==> config.mk <==
export PLATFORM = sky130hd
export DESIGN_NAME = josephus_elimination_order
export DESIGN_NICKNAME = d
export VERILOG_FILES = /design/src/rtl/jos_pkg.sv /design/src/rtl/josephus_elimination_order.sv /design/src/rtl/jos_alive_mem.sv /design/src/rtl/jos_mod_unit.sv /design/src/rtl/jos_ctrl.sv
export SDC_FILE = /design/constraint.sdc
export NUM_CORES = 1
export LEC_CHECK = 0
export BUFFER_PORTS_ARGS = -buffer_cell sky130_fd_sc_hd__buf_2
export CAP_MARGIN = 0
export CORE_MARGIN = 2
export CORE_UTILIZATION = 57
export DETAILED_ROUTE_END_ITERATION = 10
export PLACE_DENSITY_LB_ADDON = 0.1
export SYNTH_ARGS = -nofsm -noshare
export SYNTH_HDL_FRONTEND = slang
export SYNTH_SLANG_ARGS = --single-unit
==> constraint.sdc <==
create_clock -name clk_i -period 3.5 [get_ports clk_i]
set_input_delay 0.525 -clock clk_i [delete_from_list [all_inputs] [get_ports clk_i]]
set_output_delay 0.525 -clock clk_i [all_outputs]
set_load 0.02 [all_outputs]
==> src/rtl/jos_pkg.sv <==
// Shared types and constants for the Josephus elimination-order block.
// Used by every module under rtl/; depends on nothing else.

package jos_pkg;

  localparam int unsigned MaxPeople = 64;
  localparam int unsigned PersonW   = 7;
  localparam int unsigned CountW    = 7;
  localparam int unsigned KindW     = 2;
  localparam int unsigned CfgIdxW   = 2;
  localparam int unsigned DivStepW  = $clog2(CountW);

  typedef enum logic [KindW-1:0] {
    KIND_ELIM = 2'd0,
    KIND_SURV = 2'd1,
    KIND_ERR  = 2'd2,
    KIND_RST  = 2'd3
  } kind_e;

  localparam logic [CfgIdxW-1:0] CFG_PEOPLE = 2'd0;
  localparam logic [CfgIdxW-1:0] CFG_STEP   = 2'd1;
  localparam logic [CfgIdxW-1:0] CFG_OFFSET = 2'd2;

  typedef enum logic [2:0] {
    ST_IDLE,
    ST_FILL,
    ST_MOD,
    ST_SCAN,
    ST_DONE
  } state_e;

  typedef struct packed {
    logic [PersonW-1:0] person;
    kind_e              kind;
  } result_t;

endpackage

==> src/rtl/josephus_elimination_order.sv <==
// Top level of the Josephus elimination-order block: config registers,
// output register and assertions. Depends on jos_pkg, jos_ctrl,
// jos_alive_mem and jos_mod_unit.
//
//   channel  | handshake               | payload
//   ---------+-------------------------+----------------------------------
//   cfg      | cfg_wr_en_i             | cfg_index_i, cfg_data_i
//   in       | in_valid_i / in_stall_o | restart_i
//   out      | out_valid_o/out_stall_i | person_o, kind_o
//
// Flow: an error request or a survivor step goes from idle straight to done. A
// valid restart sweeps every ring slot in the fill state. An elimination runs
// the modulo unit, then walks the ring slot by slot through the registered read.
// Reset clears the game, the sequencer and the output register; the alive
// memory needs no clearing pass since a restart rewrites all of it.
// A stalled output holds its result; the next request is taken meanwhile,
// and its result waits in the sequencer until the output register drains.

module josephus_elimination_order #(
  parameter int unsigned MaxPeople = jos_pkg::MaxPeople
) (
  input  logic                        clk_i,
  input  logic                        rst_ni,
  input  logic                        cfg_wr_en_i,
  input  logic [jos_pkg::CfgIdxW-1:0] cfg_index_i,
  input  logic [jos_pkg::CountW-1:0]  cfg_data_i,
  input  logic                        in_valid_i,
  output logic                        in_stall_o,
  input  logic                        restart_i,
  output logic                        out_valid_o,
  input  logic                        out_stall_i,
  output logic [jos_pkg::PersonW-1:0] person_o,
  output logic [jos_pkg::KindW-1:0]   kind_o
);

  localparam int unsigned AddrW = $clog2(MaxPeople);
  localparam int unsigned CW    = jos_pkg::CountW;

  logic [CW-1:0] people_q, step_q, offset_q;

  logic             out_valid_q;
  jos_pkg::result_t out_res_q;

  logic             res_valid;
  jos_pkg::result_t res;
  logic             res_take;

  logic             mem_we;
  logic [AddrW-1:0] mem_waddr;
  logic             mem_wdata;
  logic             mem_re;
  logic [AddrW-1:0] mem_raddr;
  logic             mem_rdata;

  logic          mod_start;
  logic [CW-1:0] mod_dividend;
  logic [CW-1:0] mod_divisor;
  logic          mod_done;
  logic [CW-1:0] mod_rem;

  // configuration registers; writes to an unused index are dropped
  always_ff @(posedge clk_i or negedge rst_ni) begin
    if (!rst_ni) begin
      people_q <= CW'(8);
      step_q   <= CW'(2);
      offset_q <= '0;
    end else if (cfg_wr_en_i) begin
      case (cfg_index_i)
        jos_pkg::CFG_PEOPLE: people_q <= cfg_data_i;
        jos_pkg::CFG_STEP:   step_q   <= cfg_data_i;
        jos_pkg::CFG_OFFSET: offset_q <= cfg_data_i;
        default: begin
        end
      endcase
    end
  end

  // load the output register whenever it is empty or draining this cycle
  assign res_take = res_valid && (!out_valid_q || !out_stall_i);

  always_ff @(posedge clk_i or negedge rst_ni) begin
    if (!rst_ni) begin
      out_valid_q <= 1'b0;
    end else if (res_take) begin
      out_valid_q <= 1'b1;
    end else if (!out_stall_i) begin
      out_valid_q <= 1'b0;
    end
  end

  always_ff @(posedge clk_i) begin
    if (res_take) begin
      out_res_q <= res;
    end
  end

  assign out_valid_o = out_valid_q;
  assign person_o    = out_res_q.person;
  assign kind_o      = out_res_q.kind;

  jos_ctrl #(
    .MaxPeople (MaxPeople),
    .AddrW     (AddrW)
  ) u_ctrl (
    .clk_i          (clk_i),
    .rst_ni         (rst_ni),
    .in_valid_i     (in_valid_i),
    .in_stall_o     (in_stall_o),
    .restart_i      (restart_i),
    .people_i       (people_q),
    .step_i         (step_q),
    .offset_i       (offset_q),
    .res_valid_o    (res_valid),
    .res_o          (res),
    .res_take_i     (res_take),
    .mem_we_o       (mem_we),
    .mem_waddr_o    (mem_waddr),
    .mem_wdata_o    (mem_wdata),
    .mem_re_o       (mem_re),
    .mem_raddr_o    (mem_raddr),
    .mem_rdata_i    (mem_rdata),
    .mod_start_o    (mod_start),
    .mod_dividend_o (mod_dividend),
    .mod_divisor_o  (mod_divisor),
    .mod_done_i     (mod_done),
    .mod_rem_i      (mod_rem)
  );

  jos_alive_mem #(
    .MaxPeople (MaxPeople),
    .AddrW     (AddrW)
  ) u_alive_mem (
    .clk_i   (clk_i),
    .we_i    (mem_we),
    .waddr_i (mem_waddr),
    .wdata_i (mem_wdata),
    .re_i    (mem_re),
    .raddr_i (mem_raddr),
    .rdata_o (mem_rdata)
  );

  jos_mod_unit u_mod_unit (
    .clk_i      (clk_i),
    .rst_ni     (rst_ni),
    .start_i    (mod_start),
    .dividend_i (mod_dividend),
    .divisor_i  (mod_divisor),
    .done_o     (mod_done),
    .rem_o      (mod_rem)
  );

  // an accepted request always leaves the sequencer busy in the next cycle
  assert property (@(posedge clk_i) disable iff (!rst_ni)
    in_valid_i && !in_stall_o |=> in_stall_o)
    else $error("request accepted but sequencer not busy");

  // a result the output register cannot take is held unchanged
  assert property (@(posedge clk_i) disable iff (!rst_ni)
    res_valid && !res_take |=> res_valid && $stable(res))
    else $error("pending result lost or changed");

  // an elimination always names a person
  assert property (@(posedge clk_i) disable iff (!rst_ni)
    out_valid_o && (kind_o == jos_pkg::KIND_ELIM) |-> person_o != '0)
    else $error("elimination without a person number");

  // a restart result never names a person
  assert property (@(posedge clk_i) disable iff (!rst_ni)
    out_valid_o && (kind_o == jos_pkg::KIND_RST) |-> person_o == '0)
    else $error("restart result with a person number");

endmodule

==> src/rtl/jos_alive_mem.sv <==
// Alive-mark memory: one bit per ring slot, one write and one read port.
// Read data is registered. Uses jos_pkg for defaults.

module jos_alive_mem #(
  parameter int unsigned MaxPeople = jos_pkg::MaxPeople,
  parameter int unsigned AddrW     = $clog2(MaxPeople)
) (
  input  logic             clk_i,
  input  logic             we_i,
  input  logic [AddrW-1:0] waddr_i,
  input  logic             wdata_i,
  input  logic             re_i,
  input  logic [AddrW-1:0] raddr_i,
  output logic             rdata_o
);

  logic mem_q [MaxPeople];
  logic rdata_q;

  always_ff @(posedge clk_i) begin
    if (we_i) begin
      mem_q[waddr_i] <= wdata_i;
    end
  end

  always_ff @(posedge clk_i) begin
    if (re_i) begin
      rdata_q <= mem_q[raddr_i];
    end
  end

  assign rdata_o = rdata_q;

endmodule

==> src/rtl/jos_mod_unit.sv <==
// Iterative remainder unit: one restoring-division bit per cycle.
// Uses jos_pkg for operand widths.

module jos_mod_unit (
  input  logic                       clk_i,
  input  logic                       rst_ni,
  input  logic                       start_i,
  input  logic [jos_pkg::CountW-1:0] dividend_i,
  input  logic [jos_pkg::CountW-1:0] divisor_i,
  output logic                       done_o,
  output logic [jos_pkg::CountW-1:0] rem_o
);

  localparam int unsigned W = jos_pkg::CountW;

  logic                         busy_q, busy_d;
  logic                         done_q, done_d;
  logic [jos_pkg::DivStepW-1:0] cnt_q, cnt_d;
  logic [W-1:0]                 a_q, a_d;
  logic [W-1:0]                 r_q, r_d;
  logic [W:0]                   r_sh;
  logic [W:0]                   r_sub;

  assign r_sh  = {r_q, a_q[W-1]};
  assign r_sub = r_sh - {1'b0, divisor_i};

  always_comb begin
    busy_d = busy_q;
    done_d = 1'b0;
    cnt_d  = cnt_q;
    a_d    = a_q;
    r_d    = r_q;
    if (start_i) begin
      busy_d = 1'b1;
      cnt_d  = jos_pkg::DivStepW'(W - 1);
      a_d    = dividend_i;
      r_d    = '0;
    end else if (busy_q) begin
      a_d = {a_q[W-2:0], 1'b0};
      // keep the shifted partial remainder or subtract the divisor
      r_d = (r_sh >= {1'b0, divisor_i}) ? r_sub[W-1:0] : r_sh[W-1:0];
      cnt_d = cnt_q - 1'b1;
      if (cnt_q == '0) begin
        busy_d = 1'b0;
        done_d = 1'b1;
      end
    end
  end

  always_ff @(posedge clk_i or negedge rst_ni) begin
    if (!rst_ni) begin
      busy_q <= 1'b0;
      done_q <= 1'b0;
    end else begin
      busy_q <= busy_d;
      done_q <= done_d;
    end
  end

  always_ff @(posedge clk_i) begin
    cnt_q <= cnt_d;
    a_q   <= a_d;
    r_q   <= r_d;
  end

  assign done_o = done_q;
  assign rem_o  = r_q;

endmodule

==> src/rtl/jos_ctrl.sv <==
// Sequencer: fills the ring, drives the modulo unit and walks the alive marks.
// Depends on jos_pkg; talks to jos_alive_mem and jos_mod_unit.

module jos_ctrl #(
  parameter int unsigned MaxPeople = jos_pkg::MaxPeople,
  parameter int unsigned AddrW     = $clog2(MaxPeople)
) (
  input  logic                        clk_i,
  input  logic                        rst_ni,
  input  logic                        in_valid_i,
  output logic                        in_stall_o,
  input  logic                        restart_i,
  input  logic [jos_pkg::CountW-1:0]  people_i,
  input  logic [jos_pkg::CountW-1:0]  step_i,
  input  logic [jos_pkg::CountW-1:0]  offset_i,
  output logic                        res_valid_o,
  output jos_pkg::result_t            res_o,
  input  logic                        res_take_i,
  output logic                        mem_we_o,
  output logic [AddrW-1:0]            mem_waddr_o,
  output logic                        mem_wdata_o,
  output logic                        mem_re_o,
  output logic [AddrW-1:0]            mem_raddr_o,
  input  logic                        mem_rdata_i,
  output logic                        mod_start_o,
  output logic [jos_pkg::CountW-1:0]  mod_dividend_o,
  output logic [jos_pkg::CountW-1:0]  mod_divisor_o,
  input  logic                        mod_done_i,
  input  logic [jos_pkg::CountW-1:0]  mod_rem_i
);

  localparam int unsigned CW = jos_pkg::CountW;
  localparam int unsigned PW = jos_pkg::PersonW;
  localparam logic [CW-1:0]    PeopleMax = CW'(MaxPeople);
  localparam logic [CW-1:0]    MinStep   = CW'(2);
  localparam logic [CW-1:0]    One       = CW'(1);
  localparam logic [AddrW-1:0] LastSlot  = AddrW'(MaxPeople - 1);

  jos_pkg::state_e  state_q, state_d;
  logic             active_q, active_d;
  logic [CW-1:0]    remaining_q, remaining_d;
  logic [AddrW-1:0] pointer_q, pointer_d;
  logic             rd_vld_q, rd_vld_d;
  logic [AddrW-1:0] fill_q, fill_d;
  logic [CW-1:0]    adv_q, adv_d;
  logic [CW-1:0]    hits_q, hits_d;
  logic [AddrW-1:0] cur_q, cur_d;
  logic [AddrW-1:0] scan_q, scan_d;
  logic [AddrW-1:0] slot_q, slot_d;
  jos_pkg::result_t res_q, res_d;

  logic          accept;
  logic          bad_restart;
  logic          step_err;
  logic          is_last;
  logic          k_low;
  logic          hit;
  logic [CW-1:0] hit_n;
  logic [CW-1:0] adv_inc;
  logic          fill_last;

  function automatic logic [AddrW-1:0] ring_next(input logic [AddrW-1:0] x);
    ring_next = (x == LastSlot) ? '0 : x + 1'b1;
  endfunction

  function automatic logic [PW-1:0] to_person(input logic [AddrW-1:0] x);
    to_person = PW'(x) + PW'(1);
  endfunction

  assign accept      = in_valid_i && (state_q == jos_pkg::ST_IDLE);
  assign bad_restart = !(people_i inside {[One:PeopleMax]}) || (offset_i > people_i);
  assign step_err    = !active_q || (remaining_q == '0);
  assign is_last     = (remaining_q == One);
  assign k_low       = (step_i < MinStep);
  assign hit         = rd_vld_q && mem_rdata_i;
  assign hit_n       = hits_q + One;
  assign adv_inc     = adv_q + One;
  assign fill_last   = (fill_q == LastSlot);

  // next state
  always_comb begin
    state_d = state_q;
    case (state_q)
      jos_pkg::ST_IDLE: begin
        if (accept) begin
          if (restart_i) begin
            state_d = bad_restart ? jos_pkg::ST_DONE : jos_pkg::ST_FILL;
          end else if (step_err || is_last || k_low) begin
            state_d = jos_pkg::ST_DONE;
          end else begin
            state_d = jos_pkg::ST_MOD;
          end
        end
      end
      jos_pkg::ST_FILL: begin
        if (fill_last) state_d = jos_pkg::ST_DONE;
      end
      jos_pkg::ST_MOD: begin
        if (mod_done_i) state_d = jos_pkg::ST_SCAN;
      end
      jos_pkg::ST_SCAN: begin
        if (hit && (hit_n == adv_inc)) state_d = jos_pkg::ST_DONE;
      end
      jos_pkg::ST_DONE: begin
        if (res_take_i) state_d = jos_pkg::ST_IDLE;
      end
      default: state_d = jos_pkg::ST_IDLE;
    endcase
  end

  // datapath and memory strobes
  always_comb begin
    active_d    = active_q;
    remaining_d = remaining_q;
    pointer_d   = pointer_q;
    rd_vld_d    = 1'b0;
    fill_d      = fill_q;
    adv_d       = adv_q;
    hits_d      = hits_q;
    cur_d       = cur_q;
    scan_d      = scan_q;
    slot_d      = slot_q;
    res_d       = res_q;
    mem_we_o    = 1'b0;
    mem_waddr_o = pointer_q;
    mem_wdata_o = 1'b0;
    mem_re_o    = 1'b0;
    mem_raddr_o = scan_q;
    mod_start_o = 1'b0;
    case (state_q)
      jos_pkg::ST_IDLE: begin
        if (accept) begin
          if (restart_i) begin
            active_d    = 1'b0;
            remaining_d = '0;
            pointer_d   = '0;
            res_d       = '{person: '0, kind: jos_pkg::KIND_ERR};
            if (!bad_restart) begin
              active_d    = 1'b1;
              remaining_d = people_i;
              pointer_d   = (offset_i == people_i) ? '0 : offset_i[AddrW-1:0];
              fill_d      = '0;
              res_d       = '{person: '0, kind: jos_pkg::KIND_RST};
            end
          end else if (step_err) begin
            res_d = '{person: '0, kind: jos_pkg::KIND_ERR};
          end else if (is_last) begin
            // drop the survivor and end the game
            active_d    = 1'b0;
            remaining_d = '0;
            mem_we_o    = 1'b1;
            mem_waddr_o = pointer_q;
            res_d       = '{person: to_person(pointer_q), kind: jos_pkg::KIND_SURV};
          end else if (k_low) begin
            res_d = '{person: '0, kind: jos_pkg::KIND_ERR};
          end else begin
            mod_start_o = 1'b1;
            cur_d       = pointer_q;
          end
        end
      end
      jos_pkg::ST_FILL: begin
        mem_we_o    = 1'b1;
        mem_waddr_o = fill_q;
        mem_wdata_o = (CW'(fill_q) < people_i);
        fill_d      = fill_q + 1'b1;
      end
      jos_pkg::ST_MOD: begin
        if (mod_done_i) begin
          adv_d  = mod_rem_i;
          hits_d = '0;
          scan_d = ring_next(pointer_q);
          // zero advance: the person at the pointer goes out
          if (mod_rem_i == '0) begin
            mem_we_o    = 1'b1;
            mem_waddr_o = pointer_q;
          end
        end
      end
      jos_pkg::ST_SCAN: begin
        mem_re_o    = 1'b1;
        mem_raddr_o = scan_q;
        scan_d      = ring_next(scan_q);
        slot_d      = scan_q;
        rd_vld_d    = 1'b1;
        if (hit) begin
          hits_d = hit_n;
          if (hit_n == adv_q) begin
            cur_d       = slot_q;
            mem_we_o    = 1'b1;
            mem_waddr_o = slot_q;
          end
          if (hit_n == adv_inc) begin
            pointer_d   = slot_q;
            remaining_d = remaining_q - One;
            rd_vld_d    = 1'b0;
            res_d       = '{person: to_person(cur_q), kind: jos_pkg::KIND_ELIM};
          end
        end
      end
      jos_pkg::ST_DONE: begin
      end
      default: begin
      end
    endcase
  end

  always_ff @(posedge clk_i or negedge rst_ni) begin
    if (!rst_ni) begin
      state_q     <= jos_pkg::ST_IDLE;
      active_q    <= 1'b0;
      remaining_q <= '0;
      pointer_q   <= '0;
      rd_vld_q    <= 1'b0;
    end else begin
      state_q     <= state_d;
      active_q    <= active_d;
      remaining_q <= remaining_d;
      pointer_q   <= pointer_d;
      rd_vld_q    <= rd_vld_d;
    end
  end

  always_ff @(posedge clk_i) begin
    fill_q <= fill_d;
    adv_q  <= adv_d;
    hits_q <= hits_d;
    cur_q  <= cur_d;
    scan_q <= scan_d;
    slot_q <= slot_d;
    res_q  <= res_d;
  end

  assign in_stall_o     = (state_q != jos_pkg::ST_IDLE);
  assign res_valid_o    = (state_q == jos_pkg::ST_DONE);
  assign res_o          = res_q;
  assign mod_dividend_o = step_i - One;
  assign mod_divisor_o  = remaining_q;

endmodule
# Word-level counts from Yosys, hierarchy flattened

Memories as Yosys holds them, arrays and structs flattened. A register that Yosys moved wholly into a read port is not among the register bits.
Cells that the tools add are included.

Bits in registers: 115
RAM bits: 64
Input port bits: 15
Logic and storage cells: 204
Memories kept: 1

$add $sub $neg: 11
Order comparisons: 6
Equal/unequal tests: 32
Mux-type cells: 92
Reduce and logical (&&, ||, !) cells: 38

Memory list:

| name              | words | bits a word | rd ports | clocked after Yosys merged registers in | write ports | RTL line            | text |
|---|---|---|---|---|---|---|---|
| u_alive_mem.mem_q | 64    | 1           | 1        | 1                                       | 1           | jos_alive_mem.sv:17 | `logic mem_q [MaxPeople];` |

Operators by type and width:

| operator              | count |
|---|---|
| $mux W6               | 21 |
| $mux W7               | 12 |
| $mux W9               | 7 |
| $pmux W6 S2           | 5 |
| $mux W1               | 34 |
| $pmux W7 S2           | 2 |
| $mux W3               | 8 |
| $eq A7 B7 Y1          | 3 |
| $add A6 B1 Y6 const B | 3 |
| $eq A6 B6 Y1 const B  | 3 |
| $ne A2 B1 Y1 const B  | 9 |
| $pmux W9 S2           | 1 |
| $pmux W3 S5           | 1 |
| $reduce_and A5 Y1     | 3 |
| $add A6 B1 Y7 const B | 2 |
| $add A7 B1 Y7 const B | 2 |
| $logic_not A7 Y1      | 2 |
| $ne A2 B2 Y1 const B  | 7 |
| $sub A7 B1 Y7 const B | 2 |
| $reduce_and A2 Y1     | 5 |
| $reduce_bool A2 Y1    | 5 |
| $ge A8 B7 Y1          | 1 |
| $reduce_and A4 Y1     | 2 |
| $reduce_and A8 Y1     | 1 |
| 25 further kinds      | 38 |

# Depth between registers and ports, before layout

Gate-level depths: netlist (run 1).

Depth after elaboration: 8
Gate-level depth with buffers: 11
Mapped depth without buffers: 11

# Cells and area by module

A second synthesis (run 1) with hierarchy kept.

Cell total of the unflattened synthesis: 837
Area total of the unflattened synthesis: 9658.0 um2

Modules (own cells, without submodules):

| module                     | instances | cells each | area an instance (um2) | sequential area each (um2) |
|---|---|---|---|---|
| jos_ctrl                   | 1         | 440        | 4299.1                 | 1861.8 |
| jos_alive_mem              | 1         | 205        | 2946.6                 | 1951.9 |
| jos_mod_unit               | 1         | 135        | 1296.2                 | 460.4 |
| josephus_elimination_order | 1         | 57         | 1116.1                 | 823.3 |

# Least setup slack after synthesis (run 1)

Ideal clock, no wire load.

Path kind: reg-to-reg
Start point: reg u_ctrl.fill_q[1]
End point: mem u_alive_mem.mem_q[0] (data pin)
Setup time: 548 ps
Arrival time: 3159 ps
Data required time: 2952 ps
Path slack: -207 ps
Cell stages (with the launch flop): 9
Path buffers: 0
Clock period less this slack: 3707 ps
Cell sequence: edfxtp_1 > ha_1 > a21o_1 > a21o_1 > a21oi_1 > nor2b_1 > o21ai_0 > nand2b_1 > a21oi_1

Cells in the longest elaborated chain, start to end: 2

Ends and longest elaborated chain:

| what                   | RTL line                         | text |
|---|---|---|
| start, declared        | jos_ctrl.sv:44                   | `logic [AddrW-1:0] fill_q, fill_d;` |
| start signal, assigned | jos_ctrl.sv:225                  | `fill_q <= fill_d;` |
| $lt A6 B7 Y1           | jos_ctrl.sv:165                  | `mem_wdata_o = (CW'(fill_q) < people_i);` |
| $mux W1                | jos_ctrl.sv:130                  | `case (state_q)` |
| named net mem_wdata    | josephus_elimination_order.sv:50 | `logic mem_wdata;` |
| end, declared          | jos_alive_mem.sv:17              |  |

The timed path passes the listed nets, and every way through them passes these cells.

# Worst setup path after layout (run 1)

Start point: reg u_ctrl.hits_q[0]
End point: mem u_alive_mem.mem_q[9] (enable)

Cells in the longest elaborated chain, start to end: 7
Elaborated cells on any way between the ends: 10
Those cells by class: 1 x add/sub; 1 x eq/ne; 8 x mux

Ends and longest elaborated chain:

| what                          | RTL line            | text |
|---|---|---|
| start, declared               | jos_ctrl.sv:46      | `logic [CW-1:0] hits_q, hits_d;` |
| start signal, assigned        | jos_ctrl.sv:227     | `hits_q <= hits_d;` |
| $add A7 B1 Y7 (*)             | jos_ctrl.sv:76      | `assign hit_n = hits_q + One;` |
| named net u_ctrl.hit_n[1]     | jos_ctrl.sv:58      | `logic [CW-1:0] hit_n;` |
| $eq A7 B7 Y1 (*)              | jos_ctrl.sv:188     | `if (hit_n == adv_q) begin` |
| $mux W1                       | jos_ctrl.sv:188     |  |
| $mux W1                       | jos_ctrl.sv:186     | `if (hit) begin` |
| $pmux W1 S4                   | jos_ctrl.sv:130     |  |
| $mux W1                       | jos_alive_mem.sv:21 | `if (we_i) begin` |
| $mux W1 (not written as such) | jos_alive_mem.sv:22 | `mem_q[waddr_i] <= wdata_i;` |

Mark *: on every way through the listed nets, which the timed path passes. The rest lies on a longest branch.

==> results.md, run 1 <==
* Flop and latch count out of synthesis at 180
* Internal power at 5.17 mW
* Reg-to-reg endpoint: u_alive_mem.mem_q[9]
* CTS tree: done
* First-pass GRT wire length at between 30,000 and 40,000 um
* Max Buffers Root-to-Sink at 2
* Count of different cell masters after synthesis at 68
* Clock group share of total power at 0.228
* Clock sinks at 180
* Synth-to-Final Area Change at 11.2%
* Clk_skew at 0.0107 ns
* Antenna-violating nets left at 0
* Max rail drop VDD at 454 uV
* Fmax achieved at around 0.30 GHz
* Sw Share at 0.392
* Layout cells sized above 1 at 0.160
* CTS Hold Bufs at 0
* Syn_area_per_cell at 11.2 um2
* Core area at 16,000 um2
* Setup ws final at approximately 0.17 ns
* Worst path max stage delay at 0.47 ns
* Critical Path AT at roughly 3.5 ns
* Worst reg-to-reg setup slack at roughly 0.17 ns
* First-pass DRT Iterations at 5
* Placer Congestion at approximately 0.93
* Synth Area in Compound Gates at 0.101
* Drt total wl at 20,500 um
* Setup tns final at 0 ns
* Final core utilization at 0.652
* Status: complete, no violations
* CP Capture Type: register
* Postcts setup bufs at 0
* Psw at roughly 3.3 mW
* Post-synthesis sequential area ratio at 0.543
* Sequential cell fraction of total power at 0.387
* Fin crit period at roughly 3.3 ns
* Synth top area share at 0.409
* Bufs and invs on worst path at 2
* Post-synth top area cell: edfxtp_1
* Post-Synth Simple-Gate Area at 0.168
* Aggregate global-route resource usage at 0.247
* Worst Hold Class: in2async
* Root Buffer: clkbuf_16
* Final Hold Vio Count at 0
* Adder-cell share of the synthesized area at 0.0434
* FF-to-FF Start: u_ctrl.hits_q[0]
* Clock transition at path regs at about 0.070 ns
* IO Pins at 26
* Top cells by area, synth: edfxtp_1 (41%), dfrtp_1 (11%), nor2_1 (4.8%)
* Xor and xnor area share after synthesis at 0.0420
* Post-place setup slack at between 0.15 and 0.2 ns
* Critical Path Slowest Stage Cell: edfxtp_1
* Pin count of the biggest net entering global routing at 65
* Comb pwr share at 0.385
* Startpoint Class: register
* Synth async-reset ratio at 0.233
* CTS resizes at 0
* Total number of vias at approximately 6,600
* Tightest Pin Transition at 0.957 ns
* Initial Util at 0.587
* Worst endpoint required time at about 3.6 ns
* Initial antenna violation count at 0
* Number of global-route vias before repair at roughly 6,500
* Final Max Tran Viols at 0
* Cell Pwr Density at 815 nW/um2
* Main combinational cell family by area after synthesis: simple AND/OR/NAND/NOR gates
* Critical path class: reg2reg
* Vias per std cell at 6.03
* Slew HR at 0.362
* RSZ-0062 raised after global routing: true
* Clock H-tree levels at 4
* CP top delay family: simple AND/OR/NAND/NOR gates
* Ys Warns at 0
* CP cell instances: ha_2 -> xor2_1 -> nor3_1 -> nand4_1 -> nor4bb_1 -> buf_4 -> mux2i_1 -> buf_4 -> a211oi_4 -> nand3_2 -> nor2_1
* Worst-case reg-to-reg path depth at 11
* Worst-Skew Late Latency at around 0.44 ns
* Syn Nets at around 900
* Max-cap check violation count at 0
* Worst Setup SP: u_ctrl.hits_q[0]
* TritonCTS Buffers at 17
* Top_reg_cell synth: edfxtp_1
* Antenna fix cells at 0
* Setup Viol. Count Final at 0
* Die height at about 130 um
* DP HPWL at ~15,000 um
* Leak Pwr at 3.92 nW
* Period Utilization, post-route at 0.952
* Cell count after synthesis at 835
* Die ar. at approximately 18,000 um2
* GRT Residual Overflow at 0
* Synthesized area at around 9400 um2
* Detailed router's first-iteration violation count at around 620
* # rows at 46
* Number of enable flip-flop cells after synthesis at roughly 130
* Crit path max fanout at 8
* Port-buffer cells at 25
* CP most frequent cell: buf_4
* Fillers at 1,270
* # nets final at between 900 and 1,000
* Routed length per placed instance at between 15 and 20 um
* Die X-Extent at ~130 um
* Multiplexer area fraction after synthesis at 0.0779
* Residual DRC count at 0
[layout by cell type (no fill, tap or decap), types with 5 or more instances in the layout]
cell and count:
and3_1 13, a211oi_1 5, clkbuf_16 17, a21o_1 6, a211o_1 6, xnor2_1 25, nand2b_1 12, o21ai_0 30
edfxtp_1 128, mux4_2 10, mux2_2 21, buf_2 25, nor3b_1 7, nand3_2 16, o221ai_1 8, or3_1 6
xor2_1 20, nor3_1 11, nor2b_1 6, mux2i_1 27, a211oi_4 5, inv_8 7, dfrtp_1 40, o22ai_1 12
dfxtp_1 10, inv_1 28, nand3_1 25, nor2_1 121, a21oi_1 32, buf_4 20, nand2_1 82, ha_1 30
[layer usage]
metal  wire (um)  GRT usage  up-vias
met1        9300      0.348     3233
li1            -          -     3115
met5           0          0        -
met3        1030     0.0396       36
met2        9750      0.395      225
met4         384     0.0830        0
[cell families after synthesis]
group	count (synthesis)
and+or+nand+nor	325
buffers and inverters	60
muxes	58
adders and majority gates	32
xor gates and xnor gates	45
AOI/OAI and AO/OA	135
DFF	180
[Yosys cell counts (all sizes together) (7+ instances only)]
master  instances
nand2          82
o21ai          31
o221ai          8
buf             8
o22ai          12
nor3           12
dfrtp          40
nor3b           7
xor2           20
edfxtp        128
nand2b         13
mux4           10
nand3          41
clkbuf         24
and3           13
nor2          122
inv            28
ha             31
mux2           21
a21oi          33
dfxtp          10
xnor2          25
mux2i          27
a211oi         10
[power by group through the flow]
stage	combinational [mW]	sequential, mW	clock [mW]
after global routing	3.62	3.34	2.05
after CTS	3.24	3.28	1.97
after detailed placement	3.21	3.32	0
after floorplan	2.58	3.08	0
final	3.27	3.29	1.94
after global placement	3.11	3.31	0
[metrics by stage]
stage	std cells	instance area, um2	power, mW	hold slack, ns
floorplan	835	9400	5.66	0.229
global placement	1064	9820	6.41	0.401
CTS	1096	10400	8.48	0.265
global route	1096	10400	9.02	0.331
finish	1096	10400	8.51	0.229
detailed placement	1064	9820	6.53	0.407
[registers in the layout, summed over array words and instances, names as in the netlist, 2 cells and up]
signal                flops
step_q                    7
u_mod_unit.a_q            7
u_ctrl.hits_q             7
u_mod_unit.cnt_q          3
u_ctrl.fill_q             6
u_ctrl.adv_q              7
offset_q                  7
person_o                  7
u_ctrl.res_o              9
u_ctrl.mod_divisor_o      7
u_alive_mem.mem_q        64
u_ctrl.cur_q              6
u_mod_unit.rem_o          7
kind_o                    2
u_ctrl.slot_q             6
u_ctrl.mem_raddr_o        6
people_q                  7
u_ctrl.state_q            3
u_ctrl.pointer_q          6
[worst max path at each step]
stage | end | slack [ns] | depth (start not counted)
floorplan | u_alive_mem.mem_q[14] | 0.56 | 10
detailed placement | u_alive_mem.mem_q[36] | 0.15 | 11
global route | u_alive_mem.mem_q[9] | -0.005 | 11
finish | u_alive_mem.mem_q[9] | 0.17 | 11
CTS | u_alive_mem.mem_q[11] | 0.13 | 11
global placement | u_alive_mem.mem_q[32] | 0.21 | 11
[layout make-up]
| class | instances | area [um2] | area share |
|---|---|---|---|
| clock buffers | 17 | 425 | 0.0408 |
| clock inverters | 15 | 184 | 0.0176 |
| inverters | 28 | 105 | 0.0101 |
| multi-input cells | 595 | 4080 | 0.391 |
| flip-flops and latches | 180 | 5100 | 0.488 |
| well taps | 216 | 270 | 0.0259 |
| repair buffers | 45 | 275 | 0.0264 |
(Power assumes the default switching activity.)
==> inputs of run 2 (changes only) <==
--- a/config.mk
+++ b/config.mk
@@ -6,8 +6,8 @@
 export NUM_CORES = 1
 export LEC_CHECK = 0
 export BUFFER_PORTS_ARGS = -buffer_cell sky130_fd_sc_hd__buf_2
-export CAP_MARGIN = 0
-export CORE_MARGIN = 2
+export CAP_MARGIN = 20
+export CORE_MARGIN = 5
 export CORE_UTILIZATION = 57
 export DETAILED_ROUTE_END_ITERATION = 10
 export PLACE_DENSITY_LB_ADDON = 0.1
==> run 2 against run 1 <==
  * Sequential power hardly changed
  * First-iteration DRC count is 14% higher
  * Register-to-register slack worse by 0.09 ns
  * Utilization is 0.77 points lower
  * Die area is 9.3% higher
  * Final cell count is 0.82% higher
  * Clock power hardly changed
  * Critical path depth is 1 higher
  * Critical path type unchanged
  * Sequential cell count stayed put
  * Combinational power is 6.1% higher
  * Sequential share of layout area is 0.47 points lower
==> results.md, run 2 (synthesis gave the netlist of run 1 again) <==
* Status: complete, no violations
* Clock transition at path regs at 0.07 ns (about the same)
* Number of global-route vias before repair at 6,480 (-1.0%)
* Die ar. at 19,100 um2 (+9.3%)
* Pin count of the biggest net entering global routing at 65 (unchanged)
* Drt total wl at 21,600 um (+5.3%)
* Max reg flops at 64 (unchanged)
* Die X-Extent at 138 um (+4.5%)
* Residual DRC count at 0 (unchanged)
* Crit path max fanout at 8 (unchanged)
* # rows at 47 (+2.2%)
* Final Hold Vio Count at 0 (unchanged)
* Critical Path Slowest Stage Cell: edfxtp_1
* Bufs and invs on worst path at 3 (+1)
* Placer Congestion at 0.893 (-3.9%)
* Clock H-tree levels at 4 (unchanged)
* Fmax achieved at 0.292 GHz (-2.7%)
* Core area at 16,300 um2 (+2.2%)
* Fillers at 1,311 (+3.2%)
* Clock sinks at 180 (unchanged)
* CP Capture Type: register
* CP cell instances: ha_2 -> nand2b_1 -> o211a_1 -> o32a_1 -> nor4bb_4 -> buf_4 -> mux2i_1 -> buf_4 -> a211oi_4 -> buf_4 -> nand3_4 -> nor2_1
* Max rail drop VDD at 377 uV (-17%)
* Synth-to-Final Area Change at 12.2%
* Setup Viol. Count Final at 0 (unchanged)
* IO Pins at 26 (unchanged)
* Tightest Pin Transition at 0.828 ns (-0.129 ns)
* Initial antenna violation count at 0 (unchanged)
* Leak Pwr at 3.97 nW (+1.3%)
* Detailed router's first-iteration violation count at 705 (+14%)
* Max Buffers Root-to-Sink at 2 (unchanged)
* Aggregate global-route resource usage at 0.227 (-0.0203)
* Vias per std cell at 6.05 (+0.25%)
* Most flop-heavy register: u_alive_mem.mem_q
* CP top delay family: simple AND/OR/NAND/NOR gates
* Clk_skew at 0.00832 ns (-0.00241 ns)
* GRT Residual Overflow at 0 (unchanged)
* Layout cells sized above 1 at 0.162 (+0.00135)
* Final Max Tran Viols at 0 (unchanged)
* CTS tree: done
* Worst-Skew Late Latency at 0.44 ns (about the same)
* Antenna fix cells at 0 (unchanged)
* Root Buffer: clkbuf_16
* CP most frequent cell: buf_4
* Max-cap check violation count at 0 (unchanged)
* DP HPWL at 15,100 um (+3.7%)
* Initial Util at 0.574 (-0.0125)
* Worst endpoint required time at 3.64 ns (about the same)
* First-pass DRT Iterations at 5 (unchanged)
* Startpoint Class: register
* # nets final at 919 (+0.55%)
* Post-placement cell count at 1,069 (+0.47%)
* Antenna-violating nets left at 0 (unchanged)
* Commonest cells after routing, fill and taps aside: edfxtp_1 (128), nor2_1 (121), nand2_1 (82)
* Worst path max stage delay at 0.45 ns (-0.02 ns)
* Critical path class: reg2reg
* Fin crit period at 3.42 ns (+0.0912 ns)
* Worst Hold Class: in2reg
* Die height at 138 um (+4.5%)
* First-pass GRT wire length at 34,800 um (+1.9%)
* Dpl cell area at 9830 um2 (+0.13%)
* Port-buffer cells at 25 (unchanged)
* TritonCTS Buffers at 17 (unchanged)
* Commonest non-fill, non-tap cell in the layout: edfxtp_1
* Period Utilization, post-route at 0.979 (+0.0261)
* Critical Path AT at 3.57 ns (+0.09 ns)
* Routed length per placed instance at 19.5 um (+4.5%)
* Final core utilization at 0.645 (-0.00768)
* Finished Cell Area at 10,500 um2 (+0.97%)
* Total number of vias at 6,680 (+1.1%)
* Final Non-Filler Cells at 1,105 (+0.82%)
* Slew HR at 0.448 (+0.0860)
* Cell Pwr Density at 826 nW/um2 (+1.4%)
[run 2: changes by cell type in the layout (fill, tap and decap cells not counted), sizes merged]
cell and change:
dlygate4sd3 +1, bufinv +1, buf +4, clkinv -1
[run 2: power by group]
part / switching [mW] / total (mW) / internal [mW]
Sequential: 0.464 / 3.30 / 2.83
Clock: 0.869 / 1.94 / 1.07
Combinational: 2.07 / 3.47 / 1.40
Total: 3.41 / 8.70 / 5.30
[run 2: final cells by class]
type	count	area (um2)	share of cell area
Timing Repair Buffer	50	340	0.0323
Clock inverter	15	169	0.0160
Clock buffer	17	425	0.0404
Multi-Input combinational cell	595	4130	0.392
Tap cell	220	275	0.0261
Inverter	28	105	0.00997
Sequential cell	180	5100	0.484
[run 2: what timing repair did]
action | in CTS | in global routing
gates resized for setup | 1 | 9
pin swaps | 0 | 2
hold buffers | 0 | 1
endpoints found under the setup margin | 2 | 62
buffers inserted | 0 | 2
hold endpoints to repair | 0 | 2
[run 2: tightest hold or removal path: cells and delay by family]
family / cells / cell delay [ns]
AND/OR/NAND/NOR: 2 / 0.13
buffers and inverters: 1 / 0.08
[run 2: layer usage]
layer	vias to the layer above	GRT usage	routed length, um
li1	3109	-	-
met1	3284	0.321	9540
met2	253	0.360	10200
met3	34	0.0473	1470
met4	0	0.0624	339
met5	-	0	0
[run 2: worst paths after layout]
kind	slack (ns)	cells after the start	startpoint	to
worst max-delay path	0.08	12	u_ctrl.hits_q[0]	u_alive_mem.mem_q[13]
worst min-delay path	0.35	3	out_stall_i	out_valid_o
worst max register to register	0.08	12	u_ctrl.hits_q[0]	u_alive_mem.mem_q[13]
worst min register to register	0.42	0	u_ctrl.res_o[6]	person_o[4]
max in group asynchronous	2.60	3	rst_ni	people_q[3]
min in group asynchronous	0.43	2	rst_ni	step_q[4]
[run 2: per-stage QoR]
step                hold WS (ns)  setup TNS (ns)  total power [mW]  setup slack [ns]
floorplan                  0.229               0              5.66             0.563
global placement           0.403               0              6.45             0.125
detailed placement         0.405               0              6.61           0.00501
CTS                        0.274               0              8.55            0.0319
global route               0.362          -0.436              9.20           -0.0471
finish                     0.347               0              8.70            0.0751
==> inputs of run 3 (changes only) <==
--- a/config.mk
+++ b/config.mk
@@ -5,6 +5,7 @@
 export SDC_FILE = /design/constraint.sdc
 export NUM_CORES = 1
 export LEC_CHECK = 0
+export ABC_AREA = 1
 export BUFFER_PORTS_ARGS = -buffer_cell sky130_fd_sc_hd__buf_2
 export CAP_MARGIN = 20
 export CORE_MARGIN = 5
==> run 3 against run 2 <==
  * Sequential share of layout area up 0.069 points
  * Non-clock buffer count down 16
  * Design area down 0.14%
  * Worst setup slack better by 0.64 ns
  * Die area up 1.6%
  * Largest cell class unchanged
  * Largest power group is now registers
==> results.md, run 3 <==
* Status: complete, no violations
* Detailed router's first-iteration violation count at 551 (-22%)
* Ys Warns at 0 (unchanged)
* Flop and latch count out of synthesis at 180 (unchanged)
* Setup tns final at 0 ns (unchanged)
* Count of different cell masters after synthesis at 50 (-26%)
* Critical path class: reg2reg
* Top_reg_cell synth: edfxtp_1
* First-pass GRT wire length at 34,100 um (-2.1%)
* CTS tree: done
* Fmax achieved at 0.359 GHz (+23%)
* Commonest cells after routing, fill and taps aside: nor2_1 (171), nand2_1 (166), edfxtp_1 (128)
* Root Buffer: clkbuf_16
* Final core utilization at 0.637 (-0.00779)
* Syn_area_per_cell at 9.13 um2 (-19%)
* Most flop-heavy register: u_alive_mem.mem_q
* Vias per std cell at 5.55 (-8.3%)
* # nets final at 1,122 (+22%)
* Cell Pwr Density at 749 nW/um2 (-9.4%)
* Max reg flops at 64 (unchanged)
* CTS resizes at 0 (-1)
* Worst Hold Class: in2async
* RSZ-0062 raised after global routing: false
* Number of enable flip-flop cells after synthesis at 128 (unchanged)
* # rows at 47 (unchanged)
* Top cells by area, synth: edfxtp_1 (40%), dfrtp_1 (10%), nor2_1 (6.8%)
* Max rail drop VDD at 431 uV (+14%)
* Max-cap check violation count at 0 (unchanged)
* Worst endpoint required time at 3.63 ns (about the same)
* Aggregate global-route resource usage at 0.217 (-0.00994)
* Die height at 139 um (+0.81%)
* Drt total wl at 20,900 um (-3.0%)
* Commonest non-fill, non-tap cell in the layout: nor2_1
* Layout cells sized above 1 at 0.117 (-0.0447)
* Post-synth top area cell: edfxtp_1
* Postcts setup bufs at 0 (unchanged)
* Leak Pwr at 4.35 nW (+9.4%)
* Startpoint Class: register
* Core area at 16,500 um2 (+1.1%)
* Synth async-reset ratio at 0.233 (unchanged)
* Clock H-tree levels at 4 (unchanged)
* Fin crit period at 2.79 ns (-0.636 ns)
* Post-place setup slack at 0.733 ns (+0.728 ns)
* Clk_skew at 0.0148 ns (+0.00645 ns)
* Final Max Tran Viols at 0 (unchanged)
* Crit path max fanout at 7 (-1)
* Number of global-route vias before repair at 6,835 (+5.5%)
* Die ar. at 19,500 um2 (+1.6%)
* IO Pins at 26 (unchanged)
* Post-synthesis sequential area ratio at 0.533 (-0.00931)
* Total number of vias at 7,248 (+8.5%)
* Max Buffers Root-to-Sink at 2 (unchanged)
* Initial antenna violation count at 0 (unchanged)
* Setup Viol. Count Final at 0 (unchanged)
* Critical Path AT at 2.92 ns (-0.65 ns)
* Tightest Pin Transition at 0.941 ns (+0.113 ns)
* First-pass DRT Iterations at 5 (unchanged)
* Clock transition at path regs at 0.07 ns (about the same)
* Antenna-violating nets left at 0 (unchanged)
* Port-buffer cells at 25 (unchanged)
* Synth cell count leaders: nor2_1 (172), nand2_1 (166), edfxtp_1 (128)
* Placer Congestion at 0.850 (-4.8%)
* Setup ws final at 0.711 ns (+0.636 ns)
* Period Utilization, post-route at 0.797 (-0.182)
* CP Capture Type: register
* DP HPWL at 14,800 um (-2.2%)
* Residual DRC count at 0 (unchanged)
* Synth-to-Final Area Change at 10.1%
* Clock sinks at 180 (unchanged)
* Cell count after synthesis at 1,047 (+25%)
* Pin count of the biggest net entering global routing at 65 (unchanged)
* Synthesized area at 9560 um2 (+1.7%)
* Worst-Skew Late Latency at 0.43 ns (about the same)
* CTS Hold Bufs at 0 (unchanged)
* Synth top area share at 0.402 (-0.00702)
* Final Hold Vio Count at 0 (unchanged)
* Antenna fix cells at 0 (unchanged)
* GRT Residual Overflow at 0 (unchanged)
* Syn Nets at 1,094 (+24%)
* Routed length per placed instance at 16.0 um (-18%)
* TritonCTS Buffers at 17 (unchanged)
* Most numerous cell in the Yosys netlist: nor2_1
* Initial Util at 0.578 (+0.00379)
* Die X-Extent at 139 um (+0.81%)
* Slew HR at 0.373 (-0.0753)
==> run 3: cell count changes after synthesis, sizes merged, moves of 15 or more <==
cell / previous run / this run
inv: 28 / 126
mux2: 21 / 0
mux2i: 27 / 0
nand2: 82 / 186
nor2: 122 / 183
o21ai: 31 / 116
o22ai: 12 / 27
xnor2: 25 / 4
==> run 3: critical path: stages, from the launching register on <==
cell and delay (ns):
edfxtp_1 0.46, ha_1 0.39, xnor2_1 0.15, nand2_1 0.07
nor2_1 0.11, nand2_1 0.09, nor2_4 0.23, nand3_4 0.15
nand2_1 0.08, nand3_1 0.08, nand2_2 0.15, nand2_1 0.08
inv_2 0.09, nand3_1 0.19, nor2_1 0.19
==> run 3: final timing paths <==
path / start / end / slack (ns) / cells after the start
setup / recovery: u_ctrl.hits_q[0] / u_alive_mem.mem_q[0] / 0.71 / 14
hold / removal: rst_ni / offset_q[4] / 0.23 / 1
setup reg to reg: u_ctrl.hits_q[0] / u_alive_mem.mem_q[0] / 0.71 / 14
hold reg to reg: u_ctrl.res_o[0] / kind_o[0] / 0.42 / 0
max in group asynchronous: rst_ni / u_ctrl.state_q[2] / 2.66 / 1
min in group clk_i: cfg_data_i[1] / step_q[1] / 0.37 / 3
==> run 3: routing by layer <==
layer | share of wire | GRT usage | wire, um | up-vias
li1 | - | - | - | 3599
met2 | 0.46 | 0.336 | 9650 | 196
met4 | 0.013 | 0.0654 | 277 | 0
met5 | 0 | 0 | 0 | -
met1 | 0.47 | 0.319 | 9910 | 3429
met3 | 0.051 | 0.0333 | 1060 | 24
==> run 3: cell families after synthesis <==
kind of cell / count (synthesis) / synth area share
and+or+nand+nor: 459 / 0.220
AOI/OAI and AO/OA: 201 / 0.123
DFF: 180 / 0.533
buffers and inverters: 153 / 0.0614
adders and majority gates: 32 / 0.0427
xor gates and xnor gates: 22 / 0.0202
==> run 3: cell type report <==
class	count	area [um2]
Sequential cell	180	5100
Clock inverter	10	158
Multi-Input combinational cell	714	3880
Tap cell	220	275
Fill cell	1413	6000
Timing Repair Buffer	34	193
Inverter	128	483
Clock buffer	21	440
==> run 3: per-stage QoR <==
step / power (mW) / area [um2] / hold slack (ns) / std cells
finish: 7.88 / 10500 / 0.231 / 1307
global route: 8.41 / 10500 / 0.314 / 1307
CTS: 7.89 / 10500 / 0.262 / 1307
detailed placement: 5.92 / 9930 / 0.406 / 1276
floorplan: 5.23 / 9560 / 0.229 / 1047
global placement: 5.85 / 9930 / 0.401 / 1276
==> run 3: where the power goes <==
group	total [mW]	internal, mW	switching (mW)
combinational	2.74	0.889	1.85
sequential	3.17	2.85	0.324
clock	1.97	1.19	0.782
